**src/sv/sca_pkg.sv**
```systemverilog
// Shared types and constants of the sound channel allocator.
`timescale 1ns / 1ps

package sca_pkg;

   localparam int MAX_CHANNELS = 8;
   localparam int CH_W         = (MAX_CHANNELS > 1) ? $clog2(MAX_CHANNELS) : 1;
   localparam int CNT_W        = $clog2(MAX_CHANNELS + 1);

   localparam int CSR_IDX_W  = 2;
   localparam int CSR_DATA_W = 4;

   localparam logic [CSR_IDX_W-1:0] CSR_CHANNELS_IN_USE = 2'd0;
   localparam logic [CSR_IDX_W-1:0] CSR_COMPAT_SOUND    = 2'd1;

   localparam logic [1:0] FUNC_START    = 2'd0;
   localparam logic [1:0] FUNC_SILENCE  = 2'd1;
   localparam logic [1:0] FUNC_FINISHED = 2'd2;
   localparam logic [1:0] FUNC_STOP_ALL = 2'd3;

   typedef struct packed {
      logic [1:0]  func;
      logic [31:0] owner_id;
      logic        pickup;
      logic [7:0]  sound_priority;
      logic [2:0]  channel;
   } req_type;

   typedef struct packed {
      logic       granted;
      logic [2:0] channel_index;
      logic       preempted;
      logic       freed_any;
   } rsp_type;

   typedef struct packed {
      logic        busy;
      logic [31:0] owner;
      logic        pickup_class;
      logic [7:0]  prio;
   } entry_type;

   typedef struct packed {
      logic kill;
      logic own;
      logic free;
      logic lower;
   } flags_type;

endpackage

```
**src/sv/sca_entry_cmp.sv**
```systemverilog
// Shared compare unit: tests one channel entry against the current request.
`timescale 1ns / 1ps

module sca_entry_cmp
   import sca_pkg::*;
(
   input  entry_type entry,
   input  req_type   req,
   input  logic      compat,
   output flags_type flags
);

   logic owner_hit;

   assign owner_hit   = (req.owner_id != 32'd0) && entry.busy &&
                        (entry.owner == req.owner_id);
   assign flags.own   = owner_hit;
   assign flags.kill  = owner_hit && (compat || (entry.pickup_class == req.pickup));
   assign flags.free  = !entry.busy;
   assign flags.lower = entry.busy && (entry.prio < req.sound_priority);

endmodule

```
**src/sv/sound_channel_allocator_unit.sv**
```systemverilog
// Top level of the sound channel allocator: channel table, scan sequencer, result register.
`timescale 1ns / 1ps

// A request is taken when start is high and busy is low. Start, silence and
// stop-all requests walk the active channels one per cycle through a single
// shared entry compare unit (channels_in_use held to 1 .. 8); a finished
// request looks only at the channel it names. Busy is low again in the cycle
// where rsp_valid shows the result, so the next request can be accepted
// there. Every request returns exactly one result, shown for one cycle on
// rsp_data with rsp_valid; the receiver cannot stall it, so it must take it
// in that cycle. Configuration writes go through csr_we and are meant for
// idle periods only. The table resets with all channels free.
module sound_channel_allocator_unit
   import sca_pkg::*;
(
   input  logic                  clock,
   input  logic                  reset,
   input  logic                  start,
   output logic                  busy,
   input  req_type               req_data,
   output logic                  rsp_valid,
   output rsp_type               rsp_data,
   input  logic                  csr_we,
   input  logic [CSR_IDX_W-1:0]  csr_index,
   input  logic [CSR_DATA_W-1:0] csr_wdata
);

   typedef enum logic [1:0] {S_IDLE, S_SCAN, S_DONE} state_type;

   state_type             state_ff, state_in;
   req_type               req_ff, req_in;
   logic [CH_W-1:0]       cnt_ff, cnt_in;
   logic [CH_W-1:0]       last_ff, last_in;
   logic [CNT_W-1:0]      n_ff, n_in;
   logic                  kill_vld_ff, kill_vld_in;
   logic [CH_W-1:0]       kill_idx_ff, kill_idx_in;
   logic                  free_vld_ff, free_vld_in;
   logic [CH_W-1:0]       free_idx_ff, free_idx_in;
   logic                  pre_vld_ff, pre_vld_in;
   logic [CH_W-1:0]       pre_idx_ff, pre_idx_in;
   logic [MAX_CHANNELS-1:0] chan_busy_ff, chan_busy_in;
   logic                  rsp_valid_ff, rsp_valid_in;
   rsp_type               rsp_ff, rsp_in;
   logic [3:0]            channels_in_use_ff;
   logic                  compat_sound_ff;

   // Channel contents other than busy; only read while the channel is busy.
   logic [31:0]           owner_mem [MAX_CHANNELS];
   logic                  pickup_mem [MAX_CHANNELS];
   logic [7:0]            prio_mem [MAX_CHANNELS];

   logic                  commit_we;
   logic [CH_W-1:0]       commit_idx;

   entry_type             entry;
   flags_type             flags;
   logic [31:0]           n_clamp;

   // Clamp the configured channel count into 1 .. MAX_CHANNELS.
   always_comb begin
      n_clamp = 32'(channels_in_use_ff);
      if (n_clamp < 32'd1) begin
         n_clamp = 32'd1;
      end
      if (n_clamp > 32'(MAX_CHANNELS)) begin
         n_clamp = 32'(MAX_CHANNELS);
      end
   end

   // Present the entry under the scan pointer to the shared compare unit.
   assign entry.busy         = chan_busy_ff[cnt_ff];
   assign entry.owner        = owner_mem[cnt_ff];
   assign entry.pickup_class = pickup_mem[cnt_ff];
   assign entry.prio         = prio_mem[cnt_ff];

   sca_entry_cmp u_cmp (
      .entry  (entry),
      .req    (req_ff),
      .compat (compat_sound_ff),
      .flags  (flags)
   );

   always_comb begin
      state_in     = state_ff;
      req_in       = req_ff;
      cnt_in       = cnt_ff;
      last_in      = last_ff;
      n_in         = n_ff;
      kill_vld_in  = kill_vld_ff;
      kill_idx_in  = kill_idx_ff;
      free_vld_in  = free_vld_ff;
      free_idx_in  = free_idx_ff;
      pre_vld_in   = pre_vld_ff;
      pre_idx_in   = pre_idx_ff;
      chan_busy_in = chan_busy_ff;
      rsp_valid_in = 1'b0;
      rsp_in       = rsp_ff;
      commit_we    = 1'b0;
      commit_idx   = free_idx_ff;

      case (state_ff)
         S_IDLE: begin
            if (start) begin
               // Latch the request and the scan range, clear the scan results.
               req_in      = req_data;
               n_in        = CNT_W'(n_clamp);
               last_in     = CH_W'(n_clamp - 32'd1);
               kill_vld_in = 1'b0;
               free_vld_in = 1'b0;
               pre_vld_in  = 1'b0;
               kill_idx_in = '0;
               free_idx_in = '0;
               pre_idx_in  = '0;
               if (req_data.func == FUNC_FINISHED) begin
                  cnt_in = CH_W'(req_data.channel);
               end else begin
                  cnt_in = '0;
               end
               state_in = S_SCAN;
            end
         end

         S_SCAN: begin
            case (req_ff.func)
               FUNC_START: begin
                  // Drop the first same-owner, same-class (or compat) channel; it is free.
                  if (flags.kill && !kill_vld_ff) begin
                     chan_busy_in[cnt_ff] = 1'b0;
                     kill_vld_in          = 1'b1;
                     kill_idx_in          = cnt_ff;
                     if (!free_vld_ff) begin
                        free_vld_in = 1'b1;
                        free_idx_in = cnt_ff;
                     end
                  end else if (flags.free && !free_vld_ff) begin
                     free_vld_in = 1'b1;
                     free_idx_in = cnt_ff;
                  end
                  if (flags.lower && !pre_vld_ff) begin
                     pre_vld_in = 1'b1;
                     pre_idx_in = cnt_ff;
                  end
               end
               FUNC_SILENCE: begin
                  if (flags.own && !kill_vld_ff) begin
                     chan_busy_in[cnt_ff] = 1'b0;
                     kill_vld_in          = 1'b1;
                     kill_idx_in          = cnt_ff;
                  end
               end
               FUNC_FINISHED: begin
                  if ((32'(req_ff.channel) < 32'(n_ff)) && entry.busy) begin
                     chan_busy_in[cnt_ff] = 1'b0;
                     kill_vld_in          = 1'b1;
                     kill_idx_in          = cnt_ff;
                  end
               end
               default: begin
                  // Stop all: free every busy channel in range.
                  if (entry.busy) begin
                     chan_busy_in[cnt_ff] = 1'b0;
                     kill_vld_in          = 1'b1;
                  end
               end
            endcase

            if ((req_ff.func == FUNC_FINISHED) || (cnt_ff == last_ff)) begin
               state_in = S_DONE;
            end else begin
               cnt_in = cnt_ff + CH_W'(1);
            end
         end

         S_DONE: begin
            rsp_valid_in          = 1'b1;
            rsp_in.granted        = 1'b0;
            rsp_in.channel_index  = '0;
            rsp_in.preempted      = 1'b0;
            rsp_in.freed_any      = kill_vld_ff;
            if (req_ff.func == FUNC_START) begin
               if (free_vld_ff) begin
                  commit_we   = 1'b1;
                  commit_idx  = free_idx_ff;
               end else if (pre_vld_ff) begin
                  commit_we        = 1'b1;
                  commit_idx       = pre_idx_ff;
                  rsp_in.preempted = 1'b1;
                  rsp_in.freed_any = 1'b1;
               end
               if (commit_we) begin
                  chan_busy_in[commit_idx] = 1'b1;
                  rsp_in.granted           = 1'b1;
                  rsp_in.channel_index     = 3'(commit_idx);
               end
            end else if ((req_ff.func != FUNC_STOP_ALL) && kill_vld_ff) begin
               rsp_in.channel_index = 3'(kill_idx_ff);
            end
            state_in = S_IDLE;
         end

         default: begin
            state_in = S_IDLE;
         end
      endcase
   end

   always_ff @(posedge clock) begin
      if (reset) begin
         state_ff     <= S_IDLE;
         chan_busy_ff <= '0;
         rsp_valid_ff <= 1'b0;
         kill_vld_ff  <= 1'b0;
         free_vld_ff  <= 1'b0;
         pre_vld_ff   <= 1'b0;
         cnt_ff       <= '0;
      end else begin
         state_ff     <= state_in;
         chan_busy_ff <= chan_busy_in;
         rsp_valid_ff <= rsp_valid_in;
         kill_vld_ff  <= kill_vld_in;
         free_vld_ff  <= free_vld_in;
         pre_vld_ff   <= pre_vld_in;
         cnt_ff       <= cnt_in;
      end
      req_ff      <= req_in;
      last_ff     <= last_in;
      n_ff        <= n_in;
      kill_idx_ff <= kill_idx_in;
      free_idx_ff <= free_idx_in;
      pre_idx_ff  <= pre_idx_in;
      rsp_ff      <= rsp_in;
   end

   // Write the new owner, class and priority of the channel taken by a start.
   always_ff @(posedge clock) begin
      if (commit_we) begin
         owner_mem[commit_idx]  <= req_ff.owner_id;
         pickup_mem[commit_idx] <= req_ff.pickup;
         prio_mem[commit_idx]   <= req_ff.sound_priority;
      end
   end

   // Configuration registers.
   always_ff @(posedge clock) begin
      if (reset) begin
         channels_in_use_ff <= 4'd8;
         compat_sound_ff    <= 1'b0;
      end else if (csr_we) begin
         case (csr_index)
            CSR_CHANNELS_IN_USE: channels_in_use_ff <= csr_wdata[3:0];
            CSR_COMPAT_SOUND:    compat_sound_ff    <= csr_wdata[0];
            default: begin
            end
         endcase
      end
   end

   assign busy      = (state_ff != S_IDLE);
   assign rsp_valid = rsp_valid_ff;
   assign rsp_data  = rsp_ff;

   a_start_goes_busy: assert property (@(posedge clock) disable iff (reset)
      (start && !busy) |=> busy)
      else $error("accepted request did not raise busy");

   a_rsp_after_done: assert property (@(posedge clock) disable iff (reset)
      rsp_valid |-> $past(state_ff == S_DONE))
      else $error("result strobe without a finished scan");

   a_preempt_granted: assert property (@(posedge clock) disable iff (reset)
      (rsp_valid && rsp_data.preempted) |-> (rsp_data.granted && rsp_data.freed_any))
      else $error("preemption reported without a grant");

   a_scan_in_range: assert property (@(posedge clock) disable iff (reset)
      (state_ff == S_SCAN && req_ff.func != FUNC_FINISHED) |-> (cnt_ff <= last_ff))
      else $error("scan pointer beyond the active channels");

endmodule
```
**config.mk**
```make
export PLATFORM = sky130hd
export DESIGN_NAME = sound_channel_allocator_unit
export DESIGN_NICKNAME = d
export VERILOG_FILES = /design/src/sv/sca_pkg.sv /design/src/sv/sca_entry_cmp.sv /design/src/sv/sound_channel_allocator_unit.sv
export SDC_FILE = /design/constraint.sdc
export NUM_CORES = 1
export LEC_CHECK = 0
export CORE_MARGIN = 2
export CORE_UTILIZATION = 55
export CTS_CLUSTER_DIAMETER = 100
export CTS_CLUSTER_SIZE = 20
export DETAILED_ROUTE_END_ITERATION = 12
export DONT_BUFFER_PORTS = 1
export PLACE_DENSITY = 0.7
export SYNTH_ARGS = -nofsm -noshare
export SYNTH_HDL_FRONTEND = slang
export SYNTH_SLANG_ARGS = --single-unit
```
**constraint.sdc**
```tcl
create_clock -name clock -period 10.25 [get_ports clock]
set_input_delay 1.025 -clock clock [delete_from_list [all_inputs] [get_ports clock]]
set_output_delay 1.025 -clock clock [all_outputs]
set_load 0.01 [all_outputs]
```
* Word level (Yosys, flattened, before mapping) *
Memory sizes are Yosys's and may differ from the RTL's. A register that Yosys moved wholly into a read port is not among the register bits.
Cells that the tools add are included.

cells by class
  $add $sub $neg = 2
  $lt $le $gt $ge = 8
  equality and inequality tests = 24
  multiplexer cells = 78
  bitwise logic cells = 4
  reductions and logical operators = 37

operators by type and width
  kind                                                             count
  two-way mux 3 bit                                                27
  two-way mux 8 bit                                                6
  equality test 32 bit                                             1
  greater-than comparator 32 x 4 -> 1 bit (second input constant)  1
  nonzero test 32 bit                                              1
  two-way mux 1 bit                                                24
  case mux 3 bit (2 select lines)                                  4
  case mux 8 bit (3 select lines)                                  1
  inequality test 2 bit (second input constant)                    8
  case mux 8 bit (2 select lines)                                  1
  inequality test 3 bit (second input constant)                    5
  logical AND 1 bit                                                12
  two-way mux 4 bit                                                3
  AND reduction 6 bit                                              2
  case mux 3 bit (3 select lines)                                  1
  bitwise AND 8 bit                                                1
  < comparator 3 x 4 -> 1 bit (second input constant)              2
  < comparator 8 bit                                               1
  inverter 8 bit                                                   1
  OR 8 bit                                                         1
  AND reduction 2 bit                                              4
  AND reduction 4 bit                                              2
  AND reduction 7 bit                                              1
  demux 1 bit (select 3 bit)                                       2
  24 further kinds                                                 41

word-level totals
  flip-flop bits (word level) = 90
  memory bits (writable) = 328
  input bits = 56
  output and inout port bits = 8
  word-level logic and storage cells = 179
  memories kept = 3

memory list
  name        words  width  read ports  clocked after memory_dff  write ports  RTL line                            text
  owner_mem   8      32     1           1                         1            sound_channel_allocator_unit.sv:48  logic [31:0] owner_mem [MAX_CHANNELS];
  prio_mem    8      8      1           1                         1            sound_channel_allocator_unit.sv:50  logic [7:0] prio_mem [MAX_CHANNELS];
  pickup_mem  8      1      1           1                         1            sound_channel_allocator_unit.sv:49  logic pickup_mem [MAX_CHANNELS];

* Longest topological paths before layout *
Gate-level depths: netlist of run 1.

  word-level depth = 12
  gate-level depth with buffers = 14
  depth with buffers taken out = 9

* By module *
A second synthesis of run 1 with hierarchy kept.

unflattened totals
  cell total of the unflattened synthesis = 851
  area, all modules = 16743.6 µm²

by module, submodules not included
  module                        instances  cells an instance  area an instance (µm²)  seq. area each (µm²)
  sound_channel_allocator_unit  1          769                16106.7                 12391.9
  sca_entry_cmp                 1          82                 636.9                   0.0

* Least setup slack after synthesis of run 1 *
OpenSTA, ideal clock, no wires.

  path kind = reg2reg
  start point = reg state_ff[1]
  end point = mem owner_mem[3][0], enable pin
  setup time = 0.492 ns
  arrival = 4.146 ns
  data required time = 9.758 ns
  setup slack = 5.612 ns
  stages on the path, launching flop included = 6
  buffers on the path = 0
  period minus slack after synthesis = 4.638 ns
  path through = dfxtp_1 -> nor2b_1 -> nand2_1 -> nand2_1 -> o21ai_0 -> nor3_1

on the way
  cells in the longest elaborated chain, start to end = 4
  elaborated cells between the ends (all ways) = 5
  classes of those cells = eq/ne (1); mux (4)

ends and longest elaborated chain
  item                                     RTL line                             text
  start: declaration                       sound_channel_allocator_unit.sv:30   state_type state_ff, state_in;
  start signal: assignment                 sound_channel_allocator_unit.sv:217  state_ff <= state_in;
  equality test 2 bit *                    sound_channel_allocator_unit.sv:101  case (state_ff)
  two-way mux 1 bit                        sound_channel_allocator_unit.sv:101
  two-way mux 1 bit                        sound_channel_allocator_unit.sv:236  if (commit_we) begin
  two-way mux 1 bit (not written as such)  sound_channel_allocator_unit.sv:237  owner_mem[commit_idx] <= req_ff.owner_id;
  end: declaration                         sound_channel_allocator_unit.sv:48

Every way passes the cells marked *; elsewhere a longest branch is shown, timed or not.

==> flow_summary.rst, run 1 <==
.. list-table::
   :header-rows: 1

   * - Metric
     - Value
   * - Run status
     - completed
   * - Insertion delay to the later sink of the worst-skew pair
     - 0.54 ns
   * - Fmax
     - 221 MHz
   * - Detailed placement HPWL
     - 17,600 µm
   * - Ports placed on the boundary
     - 64
   * - Synthesized cell area
     - 16,700 µm²
   * - Number of standard cells after synthesis
     - 886
   * - Hold/Removal Path Class
     - flop to flop
   * - FF/Latch Area
     - 12,400 µm²
   * - Most area-hungry cell type in the Yosys netlist
     - sky130_fd_sc_hd__edfxtp_1
   * - Post-synthesis sequential area ratio
     - 74.2%
   * - Worst Setup Slack, final
     - 5.73 ns
   * - Max Cap Viol
     - 0
   * - Die area
     - 31,800 µm²
   * - Slew margin rel.
     - 37.1%
   * - Clock-pin slew of the registers on the worst-case setup and hold paths
     - 0.08 ns
   * - Horizontal die dimension
     - 178 µm
   * - Crit-path max FO
     - 51
   * - Fraction of the mapped netlist area in simple logic gates
     - 4.91%
   * - Net count, final
     - 959
   * - Worst reg-to-reg setup slack
     - 5.73 ns
   * - Setup slack at placement
     - 5.68 ns
   * - DRC viols
     - 0
   * - CTS H-tree depth
     - 1
   * - Async SR Flop Fraction
     - 0%
   * - Critical Path Sink Type
     - flop
   * - Number of flops mapped to enable cells by yosys
     - 396
   * - Arrival time worst endpoint
     - 4.71 ns
   * - Hold violation total from the final report
     - 0
   * - Detailed-route wire length per cell
     - 24.2 µm
   * - TritonRoute pass-1 iters
     - 5
   * - Main area contributors after synthesis
     - sky130_fd_sc_hd__edfxtp_1 (71%), sky130_fd_sc_hd__mux4_2 (8.6%), sky130_fd_sc_hd__mux2i_1 (4.1%), sky130_fd_sc_hd__dfxtp_1 (3.0%), sky130_fd_sc_hd__xnor2_1 (0.94%)
   * - Final critical delay including setup and external delays
     - 4.52 ns
   * - Synth top area share
     - 71.2%
   * - Standard cell core area
     - 29,800 µm²
   * - Overall routed net length
     - 31,500 µm
   * - Layout cell share with drive strength beyond 1
     - 14.7%
   * - Unique masters post-synth
     - 55
   * - Count of yosys warnings during synthesis
     - 0
   * - Seq cells post-synth
     - 421
   * - Area of the multi-input gates
     - 4090 µm²
   * - Final clock skew
     - 0.0167 ns
   * - Root buffer cell
     - sky130_fd_sc_hd__clkbuf_16
   * - First-pass GRT wire length
     - 48,200 µm
   * - Setup violations, final
     - 0
   * - XOR/XNOR Fraction of Synth Area
     - 1.63%
   * - Mean number of vias per cell
     - 6.15
   * - Number of antenna-violating nets in the routed design
     - 0
   * - Multiplexer area fraction after synthesis
     - 13.4%
   * - Post-layout total power
     - 3120 µW
   * - Number of buffers inserted by hold repair at cts
     - 0
   * - TritonCTS clock tree
     - built
   * - Row cnt
     - 63
   * - Net count after synthesis
     - 953
   * - Worst IR Drop VDD
     - 145 µV
   * - CTS-repair resized insts
     - 0
   * - Placed cell areas
     - 17,100 µm²
   * - Post-CTS setup buffer count
     - 0
   * - Number of diodes added for antenna fixing
     - 0
   * - Pin count of the biggest net entering global routing
     - 63
   * - Synth Area per Inst
     - 18.8 µm²
   * - Register-to-Register Path Depth
     - 9
   * - Leakage power figure
     - 0.00545 µW
   * - Adder-Cell Fraction of Synth Area
     - 0.824%
   * - Critical setup path kind
     - flop to flop
   * - Compound-gate portion of the synthesized area
     - 3.44%
   * - Number of buffers created by CTS
     - 25
   * - Total power per unit cell area
     - 175 nW/µm²
   * - Maximum count of clock buffers along a single path
     - 3
   * - Critical path launch point type
     - flop
   * - Final Core Density
     - 59.9%
   * - Overall routing resource usage
     - 20.3%
   * - Post-layout instance area
     - 17,900 µm²
   * - Combinational family with the most area after synthesis
     - multiplexers
   * - Final clock period utilization by the worst path
     - 44.1%
   * - Filler Cells Inserted
     - 2,125
   * - Most used standard cell by instance count after synthesis
     - sky130_fd_sc_hd__edfxtp_1
   * - Predominant post-synthesis flop cell
     - sky130_fd_sc_hd__edfxtp_1
   * - RD Place Congestion
     - 0.816
   * - Antenna violations before repair
     - 0
   * - Final setup TNS
     - 0 ns
   * - Clock sinks
     - 421
   * - Via count of the first global-routing pass
     - 8,250
   * - Starting DRT DRC Count
     - 824
   * - Final max-slew violation count
     - 0
   * - Die Ht
     - 178 µm
   * - Vias
     - 7,994
   * - Relative area change from synthesis to final layout
     - 6.97%
   * - Unrepaired setup endpoints after global routing
     - no
   * - Worst Max-Slew Pin Slew
     - 0.944 ns
   * - Worst hold stages
     - 2
   * - Starting density of the core
     - 56.0%
   * - Post-synth top cells
     - sky130_fd_sc_hd__edfxtp_1 (396), sky130_fd_sc_hd__mux2i_1 (69), sky130_fd_sc_hd__mux4_2 (64)
   * - Data required time at the worst endpoint
     - 10.44 ns
   * - Count of port buffers added during placement
     - 0
   * - Remaining Overflow, GRT
     - 0
[cells in the final DEF, fill, tap and decap left out, types with 5 or more instances in the layout]
master | Yosys | layout
sky130_fd_sc_hd__o21bai_1 | 7 | 7
sky130_fd_sc_hd__a22oi_1 | 10 | 10
sky130_fd_sc_hd__mux2_2 | 9 | 9
sky130_fd_sc_hd__nor2_4 | 0 | 5
sky130_fd_sc_hd__buf_4 | 6 | 13
sky130_fd_sc_hd__inv_1 | 16 | 16
sky130_fd_sc_hd__nand2b_1 | 8 | 8
sky130_fd_sc_hd__nand4_1 | 5 | 5
sky130_fd_sc_hd__and3_1 | 5 | 5
sky130_fd_sc_hd__clkbuf_16 | 0 | 25
sky130_fd_sc_hd__dfxtp_1 | 25 | 22
sky130_fd_sc_hd__clkbuf_1 | 9 | 19
sky130_fd_sc_hd__nor3_1 | 11 | 7
sky130_fd_sc_hd__edfxtp_1 | 396 | 396
sky130_fd_sc_hd__nor2b_1 | 16 | 16
sky130_fd_sc_hd__ha_1 | 11 | 11
sky130_fd_sc_hd__xnor2_1 | 18 | 18
sky130_fd_sc_hd__nor4_1 | 12 | 12
sky130_fd_sc_hd__a22o_1 | 5 | 5
sky130_fd_sc_hd__nand3_1 | 7 | 7
sky130_fd_sc_hd__nand2_1 | 18 | 18
sky130_fd_sc_hd__and2_1 | 9 | 9
sky130_fd_sc_hd__nor2_1 | 40 | 35
sky130_fd_sc_hd__nand3b_1 | 6 | 6
sky130_fd_sc_hd__o21ai_0 | 9 | 9
sky130_fd_sc_hd__mux4_2 | 64 | 64
sky130_fd_sc_hd__xor2_1 | 13 | 13
sky130_fd_sc_hd__mux2i_1 | 69 | 69
sky130_fd_sc_hd__a21oi_1 | 19 | 19
[through the flow]
step	hold slack, ns	cells
after floorplan	0.454	886
after global placement	0.476	1255
after detailed placement	0.486	1255
after CTS	0.502	1300
after global routing	0.521	1300
final	0.501	1300
[flip-flops by register name, summed over array words and instances (netlist names), 2 cells and up, named ones only]
signal and cells:
chan_busy_ff 8, channels_in_use_ff 4, cnt_ff 3, free_idx_ff 3
kill_idx_ff 3, last_ff 3, n_ff 4, owner_mem 256
pickup_mem 8, pre_idx_ff 3, prio_mem 64, req_ff 46
rsp_data 6, state_ff 2
[kinds of logic (layout without fill, tap and decap cells)]
group / count (synthesis) / count (layout)
DFF: 421 / 421
adders and majority gates: 11 / 11
xor gates and xnor gates: 31 / 31
muxes: 142 / 142
AOI/OAI and AO/OA: 80 / 80
and+or+nand+nor: 151 / 151
buffers and inverters: 50 / 74
[critical path, stage by stage (launching register included)]
cell                       delay (ns)
sky130_fd_sc_hd__dfxtp_4         0.71
sky130_fd_sc_hd__buf_4           0.78
sky130_fd_sc_hd__mux4_2          0.60
sky130_fd_sc_hd__mux2i_1         0.17
sky130_fd_sc_hd__xnor2_1         0.16
sky130_fd_sc_hd__nor4_1          0.44
sky130_fd_sc_hd__nand4_1         0.20
sky130_fd_sc_hd__nor4b_2         0.45
sky130_fd_sc_hd__nand2_1         0.14
sky130_fd_sc_hd__a211oi_1        0.46
[routing by layer]
metal	share of wire (%)	wire length (µm)	track usage [%]
met5	0	0	0
met4	1.3	408	3.93
met3	5.2	1640	2.47
met2	49	15500	33.8
met1	44	14000	29.5
[worst paths after layout]
| path | start | end |
|---|---|---|
| setup / recovery | flop | kill_idx_ff[2] |
| hold / removal | chan_busy_ff[3] | chan_busy_ff[3] |
| setup reg to reg | flop | kill_idx_ff[2] |
| hold reg to reg | chan_busy_ff[3] | chan_busy_ff[3] |
[layout make-up]
cell class	count	share of cell area (%)
sequential	421	69.4
multi-input combinational	415	22.9
clock buffer	44	3.90
tap	390	2.73
timing repair buffer	13	0.546
inverter	16	0.336
clock inverter	1	0.112
[power by group]
part	total [µW]	leakage (µW)	internal [µW]	switching (µW)
logic	169	0.00131	83.3	85.9
registers	1960	0.00380	1910	51.3
clock network	991	0.000340	467	524
total	3120	0.00545	2460	662
(Power assumes the default switching activity.)
==> inputs of run 2 (changes only) <==
- ABC_AREA: default -> 1
- PLACE_DENSITY: 0.7 -> 0.73
- clock period: 10.25 -> 3.7 ns (I/O delays scaled with it)
==> run 2 against run 1 <==
Against the previous run: setup slack lost 5.2 ns; worst hold slack got worse by 0.47 ns; cell area grew 11%; global-route usage up 3.0 points; total power grew to 3.0 times the previous value; register-to-register slack lost 5.2 ns; area after synthesis rose by 7.5%; sequential share of layout area down 6.6 points.
==> flow_summary.rst, run 2 <==
.. list-table::
   :header-rows: 1

   * - Metric
     - Value
   * - Post-layout total power
     - 9390 µW (+200%)
   * - RD Place Congestion
     - 0.824 (+0.98%)
   * - Worst IR Drop VDD
     - 461 µV (+220%)
   * - Largest regs
     - owner_mem: 256 flops, prio_mem: 64 flops, req_ff: 46 flops
   * - Post-synthesis sequential area ratio
     - 69.1% (-5.2 points)
   * - Maximum count of clock buffers along a single path
     - 3 (unchanged)
   * - Die Ht
     - 185 µm (+3.6%)
   * - Worst hold stages
     - 2 (unchanged)
   * - Total power per unit cell area
     - 476 nW/µm² (+170%)
   * - CTS-repair resized insts
     - 0 (unchanged)
   * - Final critical delay including setup and external delays
     - 3.21 ns (-1.31 ns)
   * - Arrival time worst endpoint
     - 3.45 ns (-1.26 ns)
   * - Layout cell share with drive strength beyond 1
     - 4.45% (-10 points)
   * - Starting DRT DRC Count
     - 1,308 (+59%)
   * - Number of buffers inserted by hold repair at cts
     - 51 (+51)
   * - DRC viols
     - 0 (unchanged)
   * - Setup slack at placement
     - 0.566 ns (-5.12 ns)
   * - Leakage power figure
     - 0.00759 µW (+39%)
   * - Post-layout instance area
     - 19,700 µm² (+11%)
   * - Worst Setup Slack, final
     - 0.493 ns (-5.24 ns)
   * - Net count, final
     - 1,781 (+86%)
   * - Predominant post-synthesis flop cell
     - sky130_fd_sc_hd__edfxtp_1
   * - Overall routed net length
     - 39,200 µm (+25%)
   * - Data required time at the worst endpoint
     - 3.95 ns (-6.49 ns)
   * - Unique masters post-synth
     - 37 (-33%)
   * - Antenna violations before repair
     - 0 (unchanged)
   * - Detailed placement HPWL
     - 23,300 µm (+32%)
   * - Overall routing resource usage
     - 23.3% (+3.0 points)
   * - Vias
     - 11,928 (+49%)
   * - Crit-path max FO
     - 21 (-59%)
   * - Synth top area share
     - 66.3% (-5.0 points)
   * - Main area contributors after synthesis
     - sky130_fd_sc_hd__edfxtp_1 (66%), sky130_fd_sc_hd__nand2_1 (8.1%), sky130_fd_sc_hd__nor2_1 (5.1%), sky130_fd_sc_hd__nand3_1 (4.1%), sky130_fd_sc_hd__inv_1 (4.0%)
   * - Mean number of vias per cell
     - 5.49 (-11%)
   * - Final clock skew
     - 0.0157 ns (-0.00104 ns)
   * - Reg-to-reg endpoint
     - prio_mem[2][1]
   * - Row cnt
     - 66 (+4.8%)
   * - Final setup TNS
     - 0 ns (unchanged)
   * - Placed cell areas
     - 18,500 µm² (+8.0%)
   * - Register-to-Register Path Depth
     - 8 (-1)
   * - Relative area change from synthesis to final layout
     - 9.99%
   * - Max Cap Viol
     - 0 (unchanged)
   * - First-pass GRT wire length
     - 61,700 µm (+28%)
   * - Slew margin rel.
     - 46.1% (+9.0 points)
   * - Number of diodes added for antenna fixing
     - 0 (unchanged)
   * - Leading cell type in the layout, fill and taps excluded
     - sky130_fd_sc_hd__edfxtp_1
   * - Max reg flops
     - 256 (unchanged)
   * - Highest-count cells in the layout ignoring fill and taps
     - sky130_fd_sc_hd__edfxtp_1 (396), sky130_fd_sc_hd__nand2_1 (385), sky130_fd_sc_hd__nor2_1 (237), sky130_fd_sc_hd__inv_1 (191), sky130_fd_sc_hd__nand3_1 (148)
   * - Clock-pin slew of the registers on the worst-case setup and hold paths
     - 0.08 ns (about the same)
   * - Standard cell core area
     - 32,400 µm² (+8.6%)
   * - Post-synth top cells
     - sky130_fd_sc_hd__edfxtp_1 (396), sky130_fd_sc_hd__nand2_1 (385), sky130_fd_sc_hd__nor2_1 (245)
   * - Run status
     - completed
   * - Seq cells post-synth
     - 421 (unchanged)
   * - Critical setup path kind
     - flop to flop
   * - Launching point of the worst reg2reg path
     - req_ff[45]
   * - Critical path launch point type
     - flop
   * - CTS H-tree depth
     - 1 (unchanged)
   * - Final max-slew violation count
     - 0 (unchanged)
   * - Most area-hungry cell type in the Yosys netlist
     - sky130_fd_sc_hd__edfxtp_1
   * - Via count of the first global-routing pass
     - 11,799 (+43%)
   * - Unrepaired setup endpoints after global routing
     - no
   * - Count of yosys warnings during synthesis
     - 0 (unchanged)
   * - Hold Worst Slack
     - 0.0313 ns (-0.470 ns)
   * - Worst Max-Slew Pin Slew
     - 0.809 ns (-0.135 ns)
   * - Hold Startpoint
     - csr_wdata[1]
   * - Starting density of the core
     - 55.4% (-0.60 points)
   * - Endpoint of the worst hold-timing path
     - channels_in_use_ff[1]
   * - Number of buffers created by CTS
     - 25 (unchanged)
   * - Final clock period utilization by the worst path
     - 86.7% (+43 points)
   * - Setup violations, final
     - 0 (unchanged)
   * - Net count after synthesis
     - 1,746 (+83%)
   * - Number of standard cells after synthesis
     - 1,679 (+90%)
   * - Worst reg-to-reg setup slack
     - 0.49 ns (-5.24 ns)
   * - Synth Area per Inst
     - 10.7 µm² (-43%)
   * - Clock sinks
     - 421 (unchanged)
   * - Pin count of the biggest net entering global routing
     - 178 (+180%)
   * - Horizontal die dimension
     - 185 µm (+3.6%)
   * - Die area
     - 34,100 µm² (+7.3%)
   * - Post-CTS setup buffer count
     - 0 (unchanged)
   * - Number of antenna-violating nets in the routed design
     - 0 (unchanged)
   * - Insertion delay to the later sink of the worst-skew pair
     - 0.55 ns (about the same)
   * - Root buffer cell
     - sky130_fd_sc_hd__clkbuf_16
   * - Detailed-route wire length per cell
     - 18.0 µm (-26%)
   * - TritonCTS clock tree
     - built
   * - Remaining Overflow, GRT
     - 0 (unchanged)
   * - Count of port buffers added during placement
     - 0 (unchanged)
   * - TritonRoute pass-1 iters
     - 6 (+1)
   * - Number of flops mapped to enable cells by yosys
     - 396 (unchanged)
   * - Critical Path Sink Type
     - flop
   * - Synthesized cell area
     - 17,900 µm² (+7.5%)
   * - Register containing the most flip-flops in the final layout
     - owner_mem
   * - Most used standard cell by instance count after synthesis
     - sky130_fd_sc_hd__edfxtp_1
   * - Ports placed on the boundary
     - 64 (unchanged)
   * - Hold/Removal Path Class
     - primary input to flop
   * - Hold violation total from the final report
     - 0 (unchanged)
   * - Async SR Flop Fraction
     - 0% (unchanged)
   * - Fmax
     - 312 MHz (+41%)
-- run 2: worst max path at each step --
stage,from,to,slack (ns),cells past startpoint
after CTS,req_ff[45],owner_mem[2][31],0.55,8
final,req_ff[45],prio_mem[2][1],0.49,8
after detailed placement,req_ff[45],prio_mem[2][1],0.57,8
after global routing,flop,pre_idx_ff[0],0.30,15
after global placement,req_ff[45],prio_mem[2][1],0.56,8
after floorplan,free_vld_ff,owner_mem[0][0],0.25,7
-- run 2: logic make-up (layout without fill, tap and decap cells) --
family,count (synthesis),in the layout,share of synthesized area (%)
adder cells (fa/ha/maj),11,11,0.767
AND/OR/NAND/NOR,804,804,18.3
buffers and inverters,267,320,6.33
flip-flops,421,421,69.1
XOR/XNOR,6,6,0.293
AO/OA/AOI/OAI,170,170,5.27
-- run 2: layout make-up --
type	instances	area, µm²
clock buffers	42	689
clock inverters	3	31.3
fillers	2602	12600
inverters	195	734
multi-input cells	991	4480
flip-flops and latches	421	12400
well taps	442	553
repair buffers	80	853
-- run 2: layer usage --
layer  GRT usage [%]  vias to the layer above  part of all wire, %
met3            2.45                       66                  6.7
met5               0                        -                    0
met1            30.9                     5718                   41
li1                -                     5689                    -
met2            41.0                      455                   50
met4            6.60                        0                  2.0
-- run 2: per-stage QoR --
step | instances | util, %
after floorplan | 1679 | -
after global placement | 2078 | 57.2
after detailed placement | 2078 | 57.2
after CTS | 2174 | 61.0
after global routing | 2174 | 61.0
final | 2174 | 61.0
-- run 2: where the power goes --
part / switching [µW] / leakage [µW] / total [µW] / internal (µW)
Sequential: 133 / 0.00380 / 5440 / 5310
Combinational: 775 / 0.00344 / 1170 / 396
Clock: 1480 / 0.000345 / 2770 / 1290
-- run 2: critical path: stages (launching register included) --
cell,delay [ns]
sky130_fd_sc_hd__edfxtp_1,0.44
sky130_fd_sc_hd__nor2_1,0.24
sky130_fd_sc_hd__inv_1,0.13
sky130_fd_sc_hd__a21oi_1,0.33
sky130_fd_sc_hd__inv_1,0.15
sky130_fd_sc_hd__nor2_1,0.24
sky130_fd_sc_hd__nand2_1,0.29
sky130_fd_sc_hd__nor2_4,0.72
sky130_fd_sc_hd__buf_4,0.35
